[src/rtl/ngga_pkg.sv]
// Shared types, constants and lookup functions for the GGA sentence parser.
`default_nettype none

package ngga_pkg;

	// Field widths of the result and configuration
	localparam int TIME_W  = 20;
	localparam int COORD_W = 34;
	localparam int ZONE_W  = 5;

	// Internal counter widths, sized for the top of each parameter range
	localparam int CNT_W  = 4;
	localparam int FRAC_W = 3;

	// Parameter defaults
	localparam int TIME_DIGITS_DEF     = 6;
	localparam int MAX_COORD_CHARS_DEF = 15;
	localparam int FRACTION_DIGITS_DEF = 5;

	// Decoupling queue between front and back
	localparam int Q_DEPTH = 4;
	localparam int Q_PTR_W = $clog2(Q_DEPTH);

	localparam int HDR_LEN = 5;
	localparam int HDR_W   = 3;

	localparam logic [ZONE_W-1:0]  ZONE_RESET = 5'd8;
	localparam logic [ZONE_W-1:0]  ZONE_WRAP  = 5'd24;
	localparam logic [17:0]        HOUR_STEP  = 18'd10000;
	localparam logic [20:0]        DAY_TIME   = 21'd240000;
	localparam logic [COORD_W-1:0] COORD_CAP  = 34'd9999999999;

	localparam logic [7:0] CHAR_DOLLAR = 8'h24;
	localparam logic [7:0] CHAR_COMMA  = 8'h2C;
	localparam logic [7:0] CHAR_DOT    = 8'h2E;
	localparam logic [7:0] CHAR_ZERO   = 8'h30;
	localparam logic [7:0] CHAR_NINE   = 8'h39;
	localparam logic [7:0] CHAR_G      = 8'h47;
	localparam logic [7:0] CHAR_P      = 8'h50;
	localparam logic [7:0] CHAR_A      = 8'h41;

	// One received byte after classification
	typedef struct packed {
		logic               dollar;
		logic               comma;
		logic               dot;
		logic               is_digit;
		logic [3:0]         digit;
		logic [HDR_LEN-1:0] hdr_hit;
	} byte_class_t;

	// Raw sentence values handed from the parser to the finishing stage
	typedef struct packed {
		logic [TIME_W-1:0]  time_raw;
		logic [COORD_W-1:0] lat_raw;
		logic [FRAC_W-1:0]  lat_frac;
		logic [COORD_W-1:0] lon_raw;
		logic [FRAC_W-1:0]  lon_frac;
	} raw_result_t;

	// Expected header character "GPGGA" at each position
	function automatic logic [7:0] hdr_char(input logic [HDR_W-1:0] pos);
		logic [7:0] c;
		unique case (pos)
			3'd0:    c = CHAR_G;
			3'd1:    c = CHAR_P;
			3'd2:    c = CHAR_G;
			3'd3:    c = CHAR_G;
			3'd4:    c = CHAR_A;
			default: c = CHAR_DOLLAR;
		endcase
		return c;
	endfunction

	// Power of ten for the missing fraction digits
	function automatic logic [23:0] pow10(input logic [FRAC_W-1:0] m);
		logic [23:0] p;
		unique case (m)
			3'd0:    p = 24'd1;
			3'd1:    p = 24'd10;
			3'd2:    p = 24'd100;
			3'd3:    p = 24'd1000;
			3'd4:    p = 24'd10000;
			3'd5:    p = 24'd100000;
			3'd6:    p = 24'd1000000;
			default: p = 24'd10000000;
		endcase
		return p;
	endfunction

	// Largest value that scales by pow10(m) without passing the cap
	function automatic logic [COORD_W-1:0] scale_limit(input logic [FRAC_W-1:0] m);
		logic [COORD_W-1:0] l;
		unique case (m)
			3'd0:    l = 34'd9999999999;
			3'd1:    l = 34'd999999999;
			3'd2:    l = 34'd99999999;
			3'd3:    l = 34'd9999999;
			3'd4:    l = 34'd999999;
			3'd5:    l = 34'd99999;
			3'd6:    l = 34'd9999;
			default: l = 34'd999;
		endcase
		return l;
	endfunction

endpackage

`default_nettype wire

[src/rtl/ngga_front.sv]
// Input stage: takes bytes, classifies them and pushes them into the queue.
`default_nettype none

module ngga_front (
	input  wire logic                clk,
	input  wire logic                arst_n,
	input  wire logic                in_valid,
	output logic                     in_stall,
	input  wire logic [7:0]          rx_byte,
	input  wire logic                q_full,
	output logic                     q_push,
	output ngga_pkg::byte_class_t    q_wdata
);

	ngga_pkg::byte_class_t cls;
	ngga_pkg::byte_class_t cls_s1;
	logic                  valid_s1;
	logic                  take;

	always_comb begin
		cls          = '0;
		cls.dollar   = (rx_byte == ngga_pkg::CHAR_DOLLAR);
		cls.comma    = (rx_byte == ngga_pkg::CHAR_COMMA);
		cls.dot      = (rx_byte == ngga_pkg::CHAR_DOT);
		cls.is_digit = (rx_byte >= ngga_pkg::CHAR_ZERO) && (rx_byte <= ngga_pkg::CHAR_NINE);
		cls.digit    = rx_byte[3:0];
		for (int i = 0; i < ngga_pkg::HDR_LEN; i++) begin
			cls.hdr_hit[i] = (rx_byte == ngga_pkg::hdr_char(ngga_pkg::HDR_W'(i)));
		end
	end

	assign in_stall = valid_s1 && q_full;
	assign take     = in_valid && !in_stall;
	assign q_push   = valid_s1 && !q_full;
	assign q_wdata  = cls_s1;

	always_ff @(posedge clk or negedge arst_n) begin
		if (!arst_n) begin
			valid_s1 <= 1'b0;
		end else if (take) begin
			valid_s1 <= 1'b1;
		end else if (q_push) begin
			valid_s1 <= 1'b0;
		end
	end

	always_ff @(posedge clk) begin
		if (take) begin
			cls_s1 <= cls;
		end
	end

endmodule

`default_nettype wire

[src/rtl/ngga_queue.sv]
// Short FIFO of classified bytes between the front and the parser.
`default_nettype none

module ngga_queue (
	input  wire logic                  clk,
	input  wire logic                  arst_n,
	input  wire logic                  push,
	input  wire ngga_pkg::byte_class_t wdata,
	input  wire logic                  pop,
	output ngga_pkg::byte_class_t      rdata,
	output logic                       nonempty,
	output logic                       full
);

	ngga_pkg::byte_class_t           entry_q [ngga_pkg::Q_DEPTH];
	logic [ngga_pkg::Q_PTR_W-1:0]    wr_ptr_q;
	logic [ngga_pkg::Q_PTR_W-1:0]    rd_ptr_q;
	logic [ngga_pkg::Q_PTR_W:0]      count_q;

	assign nonempty = (count_q != '0);
	assign full     = (count_q == (ngga_pkg::Q_PTR_W+1)'(ngga_pkg::Q_DEPTH));
	assign rdata    = entry_q[rd_ptr_q];

	always_ff @(posedge clk or negedge arst_n) begin
		if (!arst_n) begin
			wr_ptr_q <= '0;
			rd_ptr_q <= '0;
			count_q  <= '0;
		end else begin
			if (push) begin
				wr_ptr_q <= wr_ptr_q + 1'b1;
			end
			if (pop) begin
				rd_ptr_q <= rd_ptr_q + 1'b1;
			end
			if (push && !pop) begin
				count_q <= count_q + 1'b1;
			end else if (pop && !push) begin
				count_q <= count_q - 1'b1;
			end
		end
	end

	always_ff @(posedge clk) begin
		if (push) begin
			entry_q[wr_ptr_q] <= wdata;
		end
	end

`ifndef SYNTHESIS
	a_count_bound: assert property (@(posedge clk) disable iff (!arst_n)
		count_q <= (ngga_pkg::Q_PTR_W+1)'(ngga_pkg::Q_DEPTH))
		else $error("queue count beyond depth");

	a_count_grow: assert property (@(posedge clk) disable iff (!arst_n)
		(push && !pop) |=> (count_q == $past(count_q) + 1'b1))
		else $error("queue count did not advance on push");

	a_pop_nonempty: assert property (@(posedge clk) disable iff (!arst_n)
		pop |-> nonempty)
		else $error("pop from empty queue");
`endif

endmodule

`default_nettype wire

[src/rtl/ngga_back.sv]
// Parser: header match, field accumulation; one byte per cycle unless stalled.
`default_nettype none

module ngga_back #(
	parameter int TIME_DIGITS     = ngga_pkg::TIME_DIGITS_DEF,
	parameter int MAX_COORD_CHARS = ngga_pkg::MAX_COORD_CHARS_DEF,
	parameter int FRACTION_DIGITS = ngga_pkg::FRACTION_DIGITS_DEF
) (
	input  wire logic                  clk,
	input  wire logic                  arst_n,
	input  wire logic                  q_nonempty,
	input  wire ngga_pkg::byte_class_t q_rdata,
	output logic                       q_pop,
	input  wire logic                  res_ready,
	output logic                       res_push,
	output ngga_pkg::raw_result_t      res
);

	typedef enum logic [2:0] {
		PH_HUNT,
		PH_HEADER,
		PH_TIME,
		PH_LAT,
		PH_HEMI,
		PH_LON
	} phase_t;

	phase_t                          phase_q, phase_d;
	logic [ngga_pkg::HDR_W-1:0]      hdr_pos_q, hdr_pos_d;
	logic                            hdr_ok_q, hdr_ok_d;
	logic [ngga_pkg::CNT_W-1:0]      cnt_q, cnt_d;
	logic [ngga_pkg::TIME_W-1:0]     time_q, time_d;
	logic [ngga_pkg::COORD_W-1:0]    lat_q, lat_d;
	logic [ngga_pkg::COORD_W-1:0]    lon_q, lon_d;
	logic [ngga_pkg::FRAC_W-1:0]     frac_q, frac_d;
	logic [ngga_pkg::FRAC_W-1:0]     lat_frac_q, lat_frac_d;
	logic                            seen_dot_q, seen_dot_d;
	logic                            ended_q, ended_d;

	ngga_pkg::byte_class_t           b;
	logic                            is_result;
	logic [23:0]                     time_mac;
	logic [ngga_pkg::COORD_W-1:0]    coord_acc;
	logic [ngga_pkg::COORD_W+3:0]    coord_wide;
	logic [ngga_pkg::COORD_W-1:0]    coord_mac;
	logic                            c_room, c_wr, c_dot_set, c_frac_inc, c_end_set;

	assign b         = q_rdata;
	assign is_result = (phase_q == PH_LON) && b.comma && !b.dollar;
	assign q_pop     = q_nonempty && (!is_result || res_ready);
	assign res_push  = q_pop && is_result;

	always_comb begin
		res          = '0;
		res.time_raw = time_q;
		res.lat_raw  = lat_q;
		res.lat_frac = lat_frac_q;
		res.lon_raw  = lon_q;
		res.lon_frac = frac_q;
	end

	// Multiply-by-ten units; the coordinate unit is shared by latitude and longitude
	assign time_mac   = (24'(time_q) << 3) + (24'(time_q) << 1) + 24'(b.digit);
	assign coord_acc  = (phase_q == PH_LAT) ? lat_q : lon_q;
	assign coord_wide = ((ngga_pkg::COORD_W+4)'(coord_acc) << 3)
		+ ((ngga_pkg::COORD_W+4)'(coord_acc) << 1) + (ngga_pkg::COORD_W+4)'(b.digit);
	assign coord_mac  = (coord_wide > (ngga_pkg::COORD_W+4)'(ngga_pkg::COORD_CAP))
		? ngga_pkg::COORD_CAP : coord_wide[ngga_pkg::COORD_W-1:0];

	// Coordinate character decode, common to latitude and longitude
	always_comb begin
		c_room     = (cnt_q < ngga_pkg::CNT_W'(MAX_COORD_CHARS));
		c_wr       = 1'b0;
		c_dot_set  = 1'b0;
		c_frac_inc = 1'b0;
		c_end_set  = 1'b0;
		if (c_room && !ended_q) begin
			if (b.is_digit) begin
				if (!seen_dot_q) begin
					c_wr = 1'b1;
				end else if (frac_q < ngga_pkg::FRAC_W'(FRACTION_DIGITS)) begin
					c_wr       = 1'b1;
					c_frac_inc = 1'b1;
				end
			end else if (b.dot && !seen_dot_q) begin
				c_dot_set = 1'b1;
			end else begin
				c_end_set = 1'b1;
			end
		end
	end

	always_comb begin
		phase_d    = phase_q;
		hdr_pos_d  = hdr_pos_q;
		hdr_ok_d   = hdr_ok_q;
		cnt_d      = cnt_q;
		time_d     = time_q;
		lat_d      = lat_q;
		lon_d      = lon_q;
		frac_d     = frac_q;
		lat_frac_d = lat_frac_q;
		seen_dot_d = seen_dot_q;
		ended_d    = ended_q;
		if (q_pop) begin
			if (b.dollar) begin
				// restart on any dollar, dropping the partial sentence
				phase_d    = PH_HEADER;
				hdr_pos_d  = '0;
				hdr_ok_d   = 1'b1;
				time_d     = '0;
				lat_d      = '0;
				lon_d      = '0;
				cnt_d      = '0;
				frac_d     = '0;
				seen_dot_d = 1'b0;
				ended_d    = 1'b0;
			end else begin
				unique case (phase_q)
					PH_HUNT: begin
						phase_d = PH_HUNT;
					end
					PH_HEADER: begin
						if (hdr_pos_q >= ngga_pkg::HDR_W'(ngga_pkg::HDR_LEN)) begin
							// sixth header byte is a don't-care separator
							phase_d    = hdr_ok_q ? PH_TIME : PH_HUNT;
							hdr_pos_d  = '0;
							cnt_d      = '0;
							frac_d     = '0;
							seen_dot_d = 1'b0;
							ended_d    = 1'b0;
						end else begin
							if (!b.hdr_hit[hdr_pos_q]) begin
								hdr_ok_d = 1'b0;
							end
							hdr_pos_d = hdr_pos_q + 1'b1;
						end
					end
					PH_TIME: begin
						if (b.comma) begin
							phase_d    = PH_LAT;
							cnt_d      = '0;
							frac_d     = '0;
							seen_dot_d = 1'b0;
							ended_d    = 1'b0;
						end else if (cnt_q < ngga_pkg::CNT_W'(TIME_DIGITS)) begin
							cnt_d = cnt_q + 1'b1;
							if (!ended_q) begin
								if (b.is_digit) begin
									time_d = time_mac[ngga_pkg::TIME_W-1:0];
								end else begin
									ended_d = 1'b1;
								end
							end
						end
					end
					PH_LAT: begin
						if (b.comma) begin
							// hold the fraction count; scaling happens at the result
							lat_frac_d = frac_q;
							phase_d    = PH_HEMI;
							cnt_d      = '0;
							frac_d     = '0;
							seen_dot_d = 1'b0;
							ended_d    = 1'b0;
						end else if (c_room) begin
							cnt_d = cnt_q + 1'b1;
							if (c_wr) begin
								lat_d = coord_mac;
							end
							if (c_frac_inc) begin
								frac_d = frac_q + 1'b1;
							end
							if (c_dot_set) begin
								seen_dot_d = 1'b1;
							end
							if (c_end_set) begin
								ended_d = 1'b1;
							end
						end
					end
					PH_HEMI: begin
						if (b.comma) begin
							phase_d    = PH_LON;
							cnt_d      = '0;
							frac_d     = '0;
							seen_dot_d = 1'b0;
							ended_d    = 1'b0;
						end
					end
					PH_LON: begin
						if (b.comma) begin
							phase_d    = PH_HUNT;
							cnt_d      = '0;
							frac_d     = '0;
							seen_dot_d = 1'b0;
							ended_d    = 1'b0;
						end else if (c_room) begin
							cnt_d = cnt_q + 1'b1;
							if (c_wr) begin
								lon_d = coord_mac;
							end
							if (c_frac_inc) begin
								frac_d = frac_q + 1'b1;
							end
							if (c_dot_set) begin
								seen_dot_d = 1'b1;
							end
							if (c_end_set) begin
								ended_d = 1'b1;
							end
						end
					end
					default: begin
						phase_d = PH_HUNT;
					end
				endcase
			end
		end
	end

	always_ff @(posedge clk or negedge arst_n) begin
		if (!arst_n) begin
			phase_q    <= PH_HUNT;
			hdr_pos_q  <= '0;
			hdr_ok_q   <= 1'b1;
			cnt_q      <= '0;
			time_q     <= '0;
			lat_q      <= '0;
			lon_q      <= '0;
			frac_q     <= '0;
			lat_frac_q <= '0;
			seen_dot_q <= 1'b0;
			ended_q    <= 1'b0;
		end else begin
			phase_q    <= phase_d;
			hdr_pos_q  <= hdr_pos_d;
			hdr_ok_q   <= hdr_ok_d;
			cnt_q      <= cnt_d;
			time_q     <= time_d;
			lat_q      <= lat_d;
			lon_q      <= lon_d;
			frac_q     <= frac_d;
			lat_frac_q <= lat_frac_d;
			seen_dot_q <= seen_dot_d;
			ended_q    <= ended_d;
		end
	end

endmodule

`default_nettype wire

[src/rtl/ngga_finish.sv]
// Result stage: fraction scaling, zone shift and the output register.
`default_nettype none

module ngga_finish #(
	parameter int FRACTION_DIGITS = ngga_pkg::FRACTION_DIGITS_DEF
) (
	input  wire logic                           clk,
	input  wire logic                           arst_n,
	input  wire logic                           cfg_wr_en,
	input  wire logic [ngga_pkg::ZONE_W-1:0]    cfg_wr_data,
	input  wire logic                           res_push,
	input  wire ngga_pkg::raw_result_t          res,
	output logic                                res_ready,
	output logic                                out_valid,
	input  wire logic                           out_stall,
	output logic [ngga_pkg::TIME_W-1:0]         local_time,
	output logic [ngga_pkg::COORD_W-1:0]        lat_scaled,
	output logic [ngga_pkg::COORD_W-1:0]        lon_scaled
);

	localparam int PROD_W = ngga_pkg::COORD_W + 24;

	logic [ngga_pkg::ZONE_W-1:0]  zone_q;
	logic                         out_valid_q;
	logic [ngga_pkg::TIME_W-1:0]  time_q;
	logic [ngga_pkg::COORD_W-1:0] lat_q;
	logic [ngga_pkg::COORD_W-1:0] lon_q;

	logic [ngga_pkg::FRAC_W-1:0]  lat_m, lon_m;
	logic [PROD_W-1:0]            lat_prod, lon_prod;
	logic [ngga_pkg::COORD_W-1:0] lat_fin, lon_fin;
	logic [ngga_pkg::ZONE_W-1:0]  zone_mod;
	logic [17:0]                  offset;
	logic [20:0]                  t_ext;
	logic [20:0]                  t_shift;

	assign res_ready = !out_valid_q || !out_stall;

	// Append the missing fraction digits as one scaling, saturating at the cap
	assign lat_m    = ngga_pkg::FRAC_W'(FRACTION_DIGITS) - res.lat_frac;
	assign lon_m    = ngga_pkg::FRAC_W'(FRACTION_DIGITS) - res.lon_frac;
	assign lat_prod = PROD_W'(res.lat_raw) * PROD_W'(ngga_pkg::pow10(lat_m));
	assign lon_prod = PROD_W'(res.lon_raw) * PROD_W'(ngga_pkg::pow10(lon_m));
	assign lat_fin  = (res.lat_raw > ngga_pkg::scale_limit(lat_m))
		? ngga_pkg::COORD_CAP : lat_prod[ngga_pkg::COORD_W-1:0];
	assign lon_fin  = (res.lon_raw > ngga_pkg::scale_limit(lon_m))
		? ngga_pkg::COORD_CAP : lon_prod[ngga_pkg::COORD_W-1:0];

	// Zone shift, wrapping below midnight
	assign zone_mod = (zone_q >= ngga_pkg::ZONE_WRAP) ? (zone_q - ngga_pkg::ZONE_WRAP) : zone_q;
	assign offset   = 18'(18'(zone_mod) * ngga_pkg::HOUR_STEP);
	assign t_ext    = 21'(res.time_raw);
	assign t_shift  = (t_ext < 21'(offset)) ? (t_ext + ngga_pkg::DAY_TIME - 21'(offset))
		: (t_ext - 21'(offset));

	always_ff @(posedge clk or negedge arst_n) begin
		if (!arst_n) begin
			zone_q      <= ngga_pkg::ZONE_RESET;
			out_valid_q <= 1'b0;
		end else begin
			if (cfg_wr_en) begin
				zone_q <= cfg_wr_data;
			end
			if (res_ready) begin
				out_valid_q <= res_push;
			end
		end
	end

	always_ff @(posedge clk) begin
		if (res_ready && res_push) begin
			time_q <= t_shift[ngga_pkg::TIME_W-1:0];
			lat_q  <= lat_fin;
			lon_q  <= lon_fin;
		end
	end

	assign out_valid  = out_valid_q;
	assign local_time = time_q;
	assign lat_scaled = lat_q;
	assign lon_scaled = lon_q;

endmodule

`default_nettype wire

[src/rtl/nmea_gga_time_position_parser.sv]
// Top level of the GGA sentence parser: front, queue, parser and result stage.
//
// Usage:
//   Input channel: rx_byte with in_valid / in_stall; one character per transfer.
//   Output channel: local_time, lat_scaled, lon_scaled with out_valid / out_stall;
//   one transfer per GGA sentence, issued for the comma that closes longitude.
//   Configuration: cfg_wr_en / cfg_wr_data write zone_offset_hours (reset 8);
//   write only while no sentence is in flight.
// Throughput: one byte per cycle while in_stall is low. The parser makes at
//   most one multiply-by-ten update per byte (time or the coordinate in progress).
// Path: the closing comma passes the classify register, then an entry of the
//   4-entry queue; the parser pops it and the result register loads through the
//   scaling multiply, which raises out_valid.
// Stall: while out_stall holds a result, bytes keep flowing until the next
//   closing comma reaches the parser; then the queue fills and in_stall rises.
// Reset: arst_n clears the queue, the parser returns to hunting for '$', no
//   result is pending and the zone offset returns to 8 hours.
`default_nettype none

module nmea_gga_time_position_parser #(
	parameter int TIME_DIGITS     = ngga_pkg::TIME_DIGITS_DEF,
	parameter int MAX_COORD_CHARS = ngga_pkg::MAX_COORD_CHARS_DEF,
	parameter int FRACTION_DIGITS = ngga_pkg::FRACTION_DIGITS_DEF
) (
	input  wire logic                         clk,
	input  wire logic                         arst_n,
	input  wire logic                         cfg_wr_en,
	input  wire logic [ngga_pkg::ZONE_W-1:0]  cfg_wr_data,
	input  wire logic                         in_valid,
	output logic                              in_stall,
	input  wire logic [7:0]                   rx_byte,
	output logic                              out_valid,
	input  wire logic                         out_stall,
	output logic [ngga_pkg::TIME_W-1:0]       local_time,
	output logic [ngga_pkg::COORD_W-1:0]      lat_scaled,
	output logic [ngga_pkg::COORD_W-1:0]      lon_scaled
);

	logic                  q_full;
	logic                  q_push;
	logic                  q_pop;
	logic                  q_nonempty;
	ngga_pkg::byte_class_t q_wdata;
	ngga_pkg::byte_class_t q_rdata;
	logic                  res_ready;
	logic                  res_push;
	ngga_pkg::raw_result_t res;

	ngga_front u_front (
		.clk      (clk),
		.arst_n   (arst_n),
		.in_valid (in_valid),
		.in_stall (in_stall),
		.rx_byte  (rx_byte),
		.q_full   (q_full),
		.q_push   (q_push),
		.q_wdata  (q_wdata)
	);

	ngga_queue u_queue (
		.clk      (clk),
		.arst_n   (arst_n),
		.push     (q_push),
		.wdata    (q_wdata),
		.pop      (q_pop),
		.rdata    (q_rdata),
		.nonempty (q_nonempty),
		.full     (q_full)
	);

	ngga_back #(
		.TIME_DIGITS     (TIME_DIGITS),
		.MAX_COORD_CHARS (MAX_COORD_CHARS),
		.FRACTION_DIGITS (FRACTION_DIGITS)
	) u_back (
		.clk        (clk),
		.arst_n     (arst_n),
		.q_nonempty (q_nonempty),
		.q_rdata    (q_rdata),
		.q_pop      (q_pop),
		.res_ready  (res_ready),
		.res_push   (res_push),
		.res        (res)
	);

	ngga_finish #(
		.FRACTION_DIGITS (FRACTION_DIGITS)
	) u_finish (
		.clk         (clk),
		.arst_n      (arst_n),
		.cfg_wr_en   (cfg_wr_en),
		.cfg_wr_data (cfg_wr_data),
		.res_push    (res_push),
		.res         (res),
		.res_ready   (res_ready),
		.out_valid   (out_valid),
		.out_stall   (out_stall),
		.local_time  (local_time),
		.lat_scaled  (lat_scaled),
		.lon_scaled  (lon_scaled)
	);

endmodule

`default_nettype wire

[config.mk]
export PLATFORM = sky130hd
export DESIGN_NAME = nmea_gga_time_position_parser
export DESIGN_NICKNAME = d
export VERILOG_FILES = /design/src/rtl/ngga_pkg.sv /design/src/rtl/ngga_front.sv /design/src/rtl/ngga_queue.sv /design/src/rtl/ngga_back.sv /design/src/rtl/ngga_finish.sv /design/src/rtl/nmea_gga_time_position_parser.sv
export SDC_FILE = /design/constraint.sdc
export NUM_CORES = 2
export LEC_CHECK = 0
export ABC_AREA = 0
export BUFFER_PORTS_ARGS = -buffer_cell sky130_fd_sc_hd__buf_2
export CELL_PAD_IN_SITES_DETAIL_PLACEMENT = 0
export CELL_PAD_IN_SITES_GLOBAL_PLACEMENT = 2
export CORE_MARGIN = 8
export CORE_UTILIZATION = 35
export CTS_BUF_LIST = sky130_fd_sc_hd__clkbuf_8
export CTS_CLUSTER_DIAMETER = 50
export DETAILED_ROUTE_END_ITERATION = 8
export GPL_ROUTABILITY_DRIVEN = 0
export PLACE_DENSITY = 0.71
export SETUP_SLACK_MARGIN = 0.5
export SYNTH_ARGS = -nofsm -noshare
export SYNTH_HDL_FRONTEND = slang
export SYNTH_SLANG_ARGS = --single-unit
[constraint.sdc]
create_clock -name clk -period 19.15 [get_ports clk]
set_input_delay 0.9575 -clock clk [delete_from_list [all_inputs] [get_ports clk]]
set_output_delay 0.9575 -clock clk [all_outputs]
set_load 0.03 [all_outputs]
# Yosys cells after proc, flatten, opt, wreduce, memory -nomap -nowiden
# Memory sizes are Yosys's and may differ from the RTL's.
# Index checks and enable logic that the tools add are counted.
# classes
addsub	17
multipliers	3
order_cmp	12
eq_ne	39
muxes	87
bitwise	1
n_reduce_logical	53
# op_table
op	n
one-hot mux 34 bit (7 select lines)	2
one-hot mux 24 bit (7 select lines)	2
2-to-1 mux 34 bit	9
2-to-1 mux 20 bit	7
greater-than comparator 34 bit	2
multiplier 34 x 24 -> 34 bit	2
2-to-1 mux 3 bit	16
subtractor 20 x 18 -> 20 bit	2
adder 37 x 35 -> 38 bit	1
adder 38 x 4 -> 38 bit	1
greater-than comparator 38 x 34 -> 1 bit (second input constant)	1
2-to-1 mux 1 bit	36
AND reduction 6 bit	5
2-to-1 mux 4 bit	7
== test 3 bit (second input constant)	9
== test 8 x 6 -> 1 bit (second input constant)	3
== test 8 x 7 -> 1 bit (second input constant)	3
adder 20 x 18 -> 20 bit (second input constant)	1
adder 20 bit	1
adder 20 x 4 -> 20 bit	1
less-than comparator 20 x 18 -> 1 bit	1
!= test 4 x 1 -> 1 bit (second input constant)	5
nonzero test 2 bit	10
== test 3 x 2 -> 1 bit (second input constant)	6
other kinds (40)	79
# word_totals
ff_bits	222
ramBits	52
inputBits	18
wordCells	239
memories	1
# mem_list
name	depth	word_bits	read_ports	rd_ports_with_merged_regs	wr	line_no	rtl
u_queue.entry_q	4	13	1	0	1	ngga_queue.sv:15	ngga_pkg::byte_class_t entry_q [ngga_pkg::Q_DEPTH];

# Longest topological paths before layout
# logic_depth
word_depth	11
mapped_depth	36
ltp_nobuf	32

# Modules after synthesis
# A second synthesis with hierarchy kept.
# unflattened
cells_unflattened	5256
area_unflattened_um2	49493.7
# modules_own_cells
module	instances	cells_each	area_per_inst_um2	seq_area_each_um2
ngga_finish	1	4141	37893.8	2793.9
ngga_back	1	979	8763.4	2678.8
ngga_queue	1	102	2301.0	1736.7
ngga_front	1	34	535.5	355.3

# Least setup slack after synthesis
# No wires, ideal clock.
# synth_path
path_kind	register to register
from	register u_back.frac_q[1] in the netlist's numbering
to	register u_finish.lon_q, in the netlist u_finish.lon_scaled[32], data pin
setup_time_ns	0.265
t_arrival_ns	7.921
t_required_ns	18.885
slack_ns	10.964
stages_incl_launch_ff	32
n_path_buf	3
synth_period_minus_slack_ns	8.186
path_cell_list	dfrtp_1 -> inv_1 -> ha_1 -> nor2b_1 -> inv_1 -> and3_1 -> clkbuf_1 -> nor2_1 -> clkbuf_1 -> clkbuf_1 -> nand2_1 -> fa_1 -> fa_1 -> fa_1 -> inv_1 -> ha_1 -> fa_1 -> fa_1 -> inv_1 -> fa_1 -> inv_1 -> ha_1 -> a21o_1 -> a21o_1 -> a221oi_1 -> o21ai_0 -> o41ai_1 -> o31a_1 -> a31oi_1 -> o21a_1 -> o31ai_1 -> mux2i_1
# synth_between
elab_chain_cells	4
# synth_lines
item	line_no	rtl
start: declaration	ngga_back.sv:35	logic [ngga_pkg::FRAC_W-1:0] frac_q, frac_d;
start signal: assignment	ngga_back.sv:243	frac_q <= frac_d;
subtractor 3 bit (*)	ngga_finish.sv:41	assign lon_m = ngga_pkg::FRAC_W'(FRACTION_DIGITS) - res.lon_frac;
== test 3 bit, or another cell as far along	ngga_pkg.sv:78, ngga_pkg.sv:94	
one-hot mux 24 bit (7 select lines) / one-hot mux 34 bit (7 select lines) (equally long branches)	ngga_pkg.sv:78, ngga_pkg.sv:94	
multiplier 34 x 24 -> 34 bit / greater-than comparator 34 bit (equally long branches)	ngga_finish.sv:43, ngga_finish.sv:46	
end signal: assignment	ngga_finish.sv:74	lon_q <= lon_fin;
end: declaration	ngga_finish.sv:27	logic [ngga_pkg::COORD_W-1:0] lon_q;
# Mark *: on every way between the ends. The rest lies on a longest branch, timed or not.
# A chain may end at the register's enable or synchronous reset.

# Final worst setup path
# Same ends and word-level chain as after synthesis.

==> results summary <==
The flow ran to the end, and the final reports show no timing, DRC or antenna violations. In this design, the stage delay of the slowest critical-path cell is 0.79 ns. The analysis attributes to cell leakage a power of 27.5 nW. The area added between synthesis and finish is 8.73%. The worst setup path is of the flop to flop kind. The most numerous cell type found on the critical path is sky130_fd_sc_hd__inv_1. The worst setup path is captured at a flop.

The largest net degree at the start of global routing is 74. The final period utilization is 53.2%. The endpoint identified for the worst register-to-register timing path is u_finish.lon_scaled[32]$_SDFFCE_PN0P_. Yosys mapped the design onto 95 distinct sky130hd cell types. For this design, the slowest cell found on the critical path is sky130_fd_sc_hd__o41ai_1. The number of standard cells in the layout, taps in and fillers out is 7246. The share of async-settable or async-resettable flops after synthesis came out at 45.8%. The hold buffer count at CTS came out at 0.

The post-synthesis simple-gate area fraction came out at 15.7%. In this run the deepest clock path goes through 3 buffers. The number of DRC violations after detailed-routing iteration 0 is 2113. The data arrival time of the critical path is 10.70 ns.

After Yosys synthesis, XOR and XNOR cells account for 3.41% of the synthesized area. The achievable frequency came out at 0.0982 GHz. Measured along the x axis, the die boundary spans 391 um. The number of rows created at floorplan came out at 137. The total of warnings raised by yosys came out at 0. The overall power came out at 0.00254 W. The number of buffer and inverter stages on the critical path is 8.

The most used flip-flop cell after synthesis is sky130_fd_sc_hd__edfxtp_1. Setup repair after global routing left no endpoint under its margin. In the layout the commonest cells are sky130_fd_sc_hd__inv_1, sky130_fd_sc_hd__fa_1, sky130_fd_sc_hd__ha_1.

The final worst clock skew is 0.0508 ns. The total of max-cap violations came out at 0. The number of global-route vias before repair came out at 38592. The number of pins with negative max-slew slack in the final report was 0. Leaving out fill and tap cells, the most frequent cell in the layout is sky130_fd_sc_hd__inv_1. The tree is rooted in a sky130_fd_sc_hd__clkbuf_8.

The worst-case hold slack came out at 0.265 ns. The slew at the pin with the worst max-slew slack is 1.18 ns. The later pin in the worst-skew pair is clocked with a latency of 0.77 ns. The count of pins on the block boundary is 108. The aggregate global-route resource usage is 19.8%. The floorplan step defined a die boundary enclosing 0.153 mm^2. The area of the mapped netlist is 0.0492 mm^2. The kind of cell with the highest combined delay on the critical path is compound AO/OA/AOI/OAI gates. Cells with a size suffix above 1 make up 7.96% of the layout. By area, the combinational part of the netlist is dominated by adder cells. The core outline area is 0.140 mm^2. The first global-routing pass estimated 235000 um of wire.

Counting tap cells, the placed design contains a total of 7126 instances. The count of nets after finishing came out at 6626. The final HPWL from detailed placement is 118000 um. The number of port buffers is 107. The number of enable-type register cells in the synthesized netlist is 143. After Yosys synthesis, full adders, half adders and majority gates account for 45.0% of the synthesized area. The number of routed nets with antenna violations is 0.

In the final routed layout, each cell accounts on average for 20.7 um. The setup check on the worst reg-to-reg path leaves a slack of 8.97 ns. The worst slew slack as a fraction of its limit came out at 21.2%. In this run the post-CTS setup repair buffer count came out at 0. The final layout contains routed wiring with a total length of 150000 um. The synthesized area per cell came out at 9.30 um^2. The startpoint identified for the worst register-to-register timing path is u_back.frac_q[1]$_DFFE_PN0P_. When the netlist entered floorplanning its net count stood at 6606.

After clock tree synthesis, the clock-pin slew on the worst setup and hold paths is 0.06 ns. At the worst endpoint, the required time is 19.67 ns. The final setup violation count came out at 0. The initial antenna violation count came out at 9. The maximum level of the CTS H-tree came out at 2.

The path type of the worst min-delay path is primary input to async pin. TritonCTS built the clock tree. Synthesis produced a netlist whose cell count is 5293. The number of flip-flops and latches in the synthesized netlist is 264.

The count of cells along the worst register-to-register path is 32. The via count normalized by instance count came out at 4.96. The count of final hold-check violations is 0. The effective utilization at floorplan came out at 35.3%. For this design the ratio of total power to cell area is 47.5 mW/mm^2. The number of sinks handled by clock tree synthesis is 264.

The startpoint kind of the worst setup timing path is a flop. Measured along the y axis, the die boundary spans 391 um. The number of resized instances in the post-cts repair step came out at 0. The peak ir drop on the vdd network came out at 0.0548 mV. The number of design rule violations left after detail routing came out at 0. The post-route setup TNS is 0 ns. Counting the buffers created by CTS gives 61.

The multiplexer share of the synthesized area came out at 1.70%. The sequential area share after synthesis is 14.9%. The compound-cell area share of the yosys netlist came out at 8.68%. The first detailed-routing pass ran for 5 iterations.

The global-route congestion overflow total is 0. The smallest clock period supported by the final layout is computed as 10.18 ns. The via count came out at 35941. The maximum fanout encountered on the critical timing path is 41.
==> cell type report <==
type,count,area [um^2]
clock inverters,53,709
repair buffers,194,1190
fillers,14248,86000
inverters,1145,4300
clock buffers,63,867
flip-flops and latches,264,7320
diodes,4,10.0
well taps,1876,2350
multi-input cells,3647,36800
==> metrics by stage <==
step | setup WS [ns] | cell area, um^2 | utilization, %
2_1_floorplan | 10.96 | 49200 | -
3_3_place_gp | 9.17 | 51900 | 37.2
3_5_place_dp | 8.99 | 51900 | 37.2
4_1_cts | 8.98 | 53500 | 38.4
5_1_grt | 8.43 | 53500 | 38.4
6_report | 8.97 | 53500 | 38.4
==> worst max-delay path by stage <==
stage | start | to | slack [ns] | cells after the start
global placement | u_back.frac_q[1]$_DFFE_PN0P_ | u_finish.lon_scaled[32]$_SDFFCE_PN0P_ | 9.17 | 32
detailed placement | u_back.frac_q[1]$_DFFE_PN0P_ | u_finish.lon_scaled[32]$_SDFFCE_PN0P_ | 8.99 | 32
CTS | u_back.frac_q[1]$_DFFE_PN0P_ | u_finish.lon_scaled[32]$_SDFFCE_PN0P_ | 8.98 | 32
floorplan | u_back.frac_q[1]$_DFFE_PN0P_ | u_finish.lon_scaled[32]$_SDFFCE_PN0P_ | 10.96 | 31
global route | u_back.frac_q[1]$_DFFE_PN0P_ | u_finish.lon_scaled[32]$_SDFFCE_PN0P_ | 8.43 | 32
finish | u_back.frac_q[1]$_DFFE_PN0P_ | u_finish.lon_scaled[32]$_SDFFCE_PN0P_ | 8.97 | 32
==> sequential cells by signal, summed over array words and instances, names as in the netlist, 3 cells and up <==
register	cells
u_back.lat_frac_q	3
u_queue.count_q	3
u_back.phase_q	3
u_finish.zone_q	5
u_finish.lon_scaled	34
u_back.hdr_pos_q	3
u_front.q_wdata	11
u_back.lat_q	34
u_finish.local_time	20
u_back.time_q	20
u_back.lon_q	34
u_finish.lat_scaled	34
u_queue.entry_q	44
u_back.frac_q	3
u_back.cnt_q	4
==> worst register-to-register path, delay by kind of cell, from the launching register on <==
family | cells | cell delay [ns]
adders and majority gates | 9 | 3.35
muxes | 1 | 0.12
and+or+nand+nor | 4 | 1.38
AOI/OAI and AO/OA | 10 | 3.53
buffers and inverters | 8 | 1.07
DFF | 1 | 0.47
==> per-layer routing <==
layer	global-route usage [%]	share of wire, %	vias to the layer above
li1	-	-	16752
met1	27.6	46	18078
met2	31.8	45	885
met3	3.26	5.7	224
met4	5.67	3.1	2
met5	0	0.0060	-
==> where the power goes <==
| group | leakage (nW) | internal (W) | switching (W) | total (W) |
|---|---|---|---|---|
| sequential | 2.95 | 0.000680 | 0.0000482 | 0.000728 |
| combinational | 23.7 | 0.000342 | 0.000604 | 0.000947 |
| clock | 0.834 | 0.000541 | 0.000328 | 0.000869 |
==> cells by family after synthesis <==
| family | after synthesis |
|---|---|
| buf+inv | 1382 |
| xor+xnor | 190 |
| simple gates | 1450 |
| mux | 63 |
| compound gates | 649 |
| flops | 264 |
| fa+ha+maj | 1295 |
==> synth_stat cells (6+ instances only) <==
master                      count  area [um^2]
sky130_fd_sc_hd__nand2_1      387         1450
sky130_fd_sc_hd__xnor2_1      122         1070
sky130_fd_sc_hd__edfxtp_1     143         4290
sky130_fd_sc_hd__buf_2          8         40.0
sky130_fd_sc_hd__a211oi_1      24          180
sky130_fd_sc_hd__and3_1       178         1110
sky130_fd_sc_hd__a31o_2         6         52.6
sky130_fd_sc_hd__nand3b_1       9         67.6
sky130_fd_sc_hd__mux2i_1        8         80.1
sky130_fd_sc_hd__o211ai_1      14          105
sky130_fd_sc_hd__xor2_1        67          587
sky130_fd_sc_hd__and2_1       391         2450
sky130_fd_sc_hd__nand2b_1      33          206
sky130_fd_sc_hd__a21o_1        55          413
sky130_fd_sc_hd__nand3_1       40          200
sky130_fd_sc_hd__nor2b_1       85          532
sky130_fd_sc_hd__buf_1         18         67.6
sky130_fd_sc_hd__nor2_1       154          578
sky130_fd_sc_hd__dfrtp_1      119         2980
sky130_fd_sc_hd__nor3b_1        8         60.1
sky130_fd_sc_hd__a211o_1        8         70.1
sky130_fd_sc_hd__o21bai_1      25          188
sky130_fd_sc_hd__nand4_1       15         93.8
sky130_fd_sc_hd__fa_1         794        15900
sky130_fd_sc_hd__or2_2         18          113
sky130_fd_sc_hd__o2111ai_1      6         52.6
sky130_fd_sc_hd__a31oi_1       39          244
sky130_fd_sc_hd__o21ai_0      127          636
sky130_fd_sc_hd__o41ai_1       24          210
sky130_fd_sc_hd__mux4_2        11          248
sky130_fd_sc_hd__nor4_1         9         56.3
sky130_fd_sc_hd__o21a_1        36          270
sky130_fd_sc_hd__mux2_2        43          484
sky130_fd_sc_hd__a21oi_1      194          971
sky130_fd_sc_hd__ha_1         501         6270
sky130_fd_sc_hd__o31ai_1       20          150
sky130_fd_sc_hd__and4_1         7         61.3
sky130_fd_sc_hd__clkbuf_1     205          769
sky130_fd_sc_hd__nor3_1        63          315
sky130_fd_sc_hd__inv_1       1144         4290
sky130_fd_sc_hd__or3_1         28          175
sky130_fd_sc_hd__a41oi_1        7         61.3
Power figures use the tool's default switching activity.
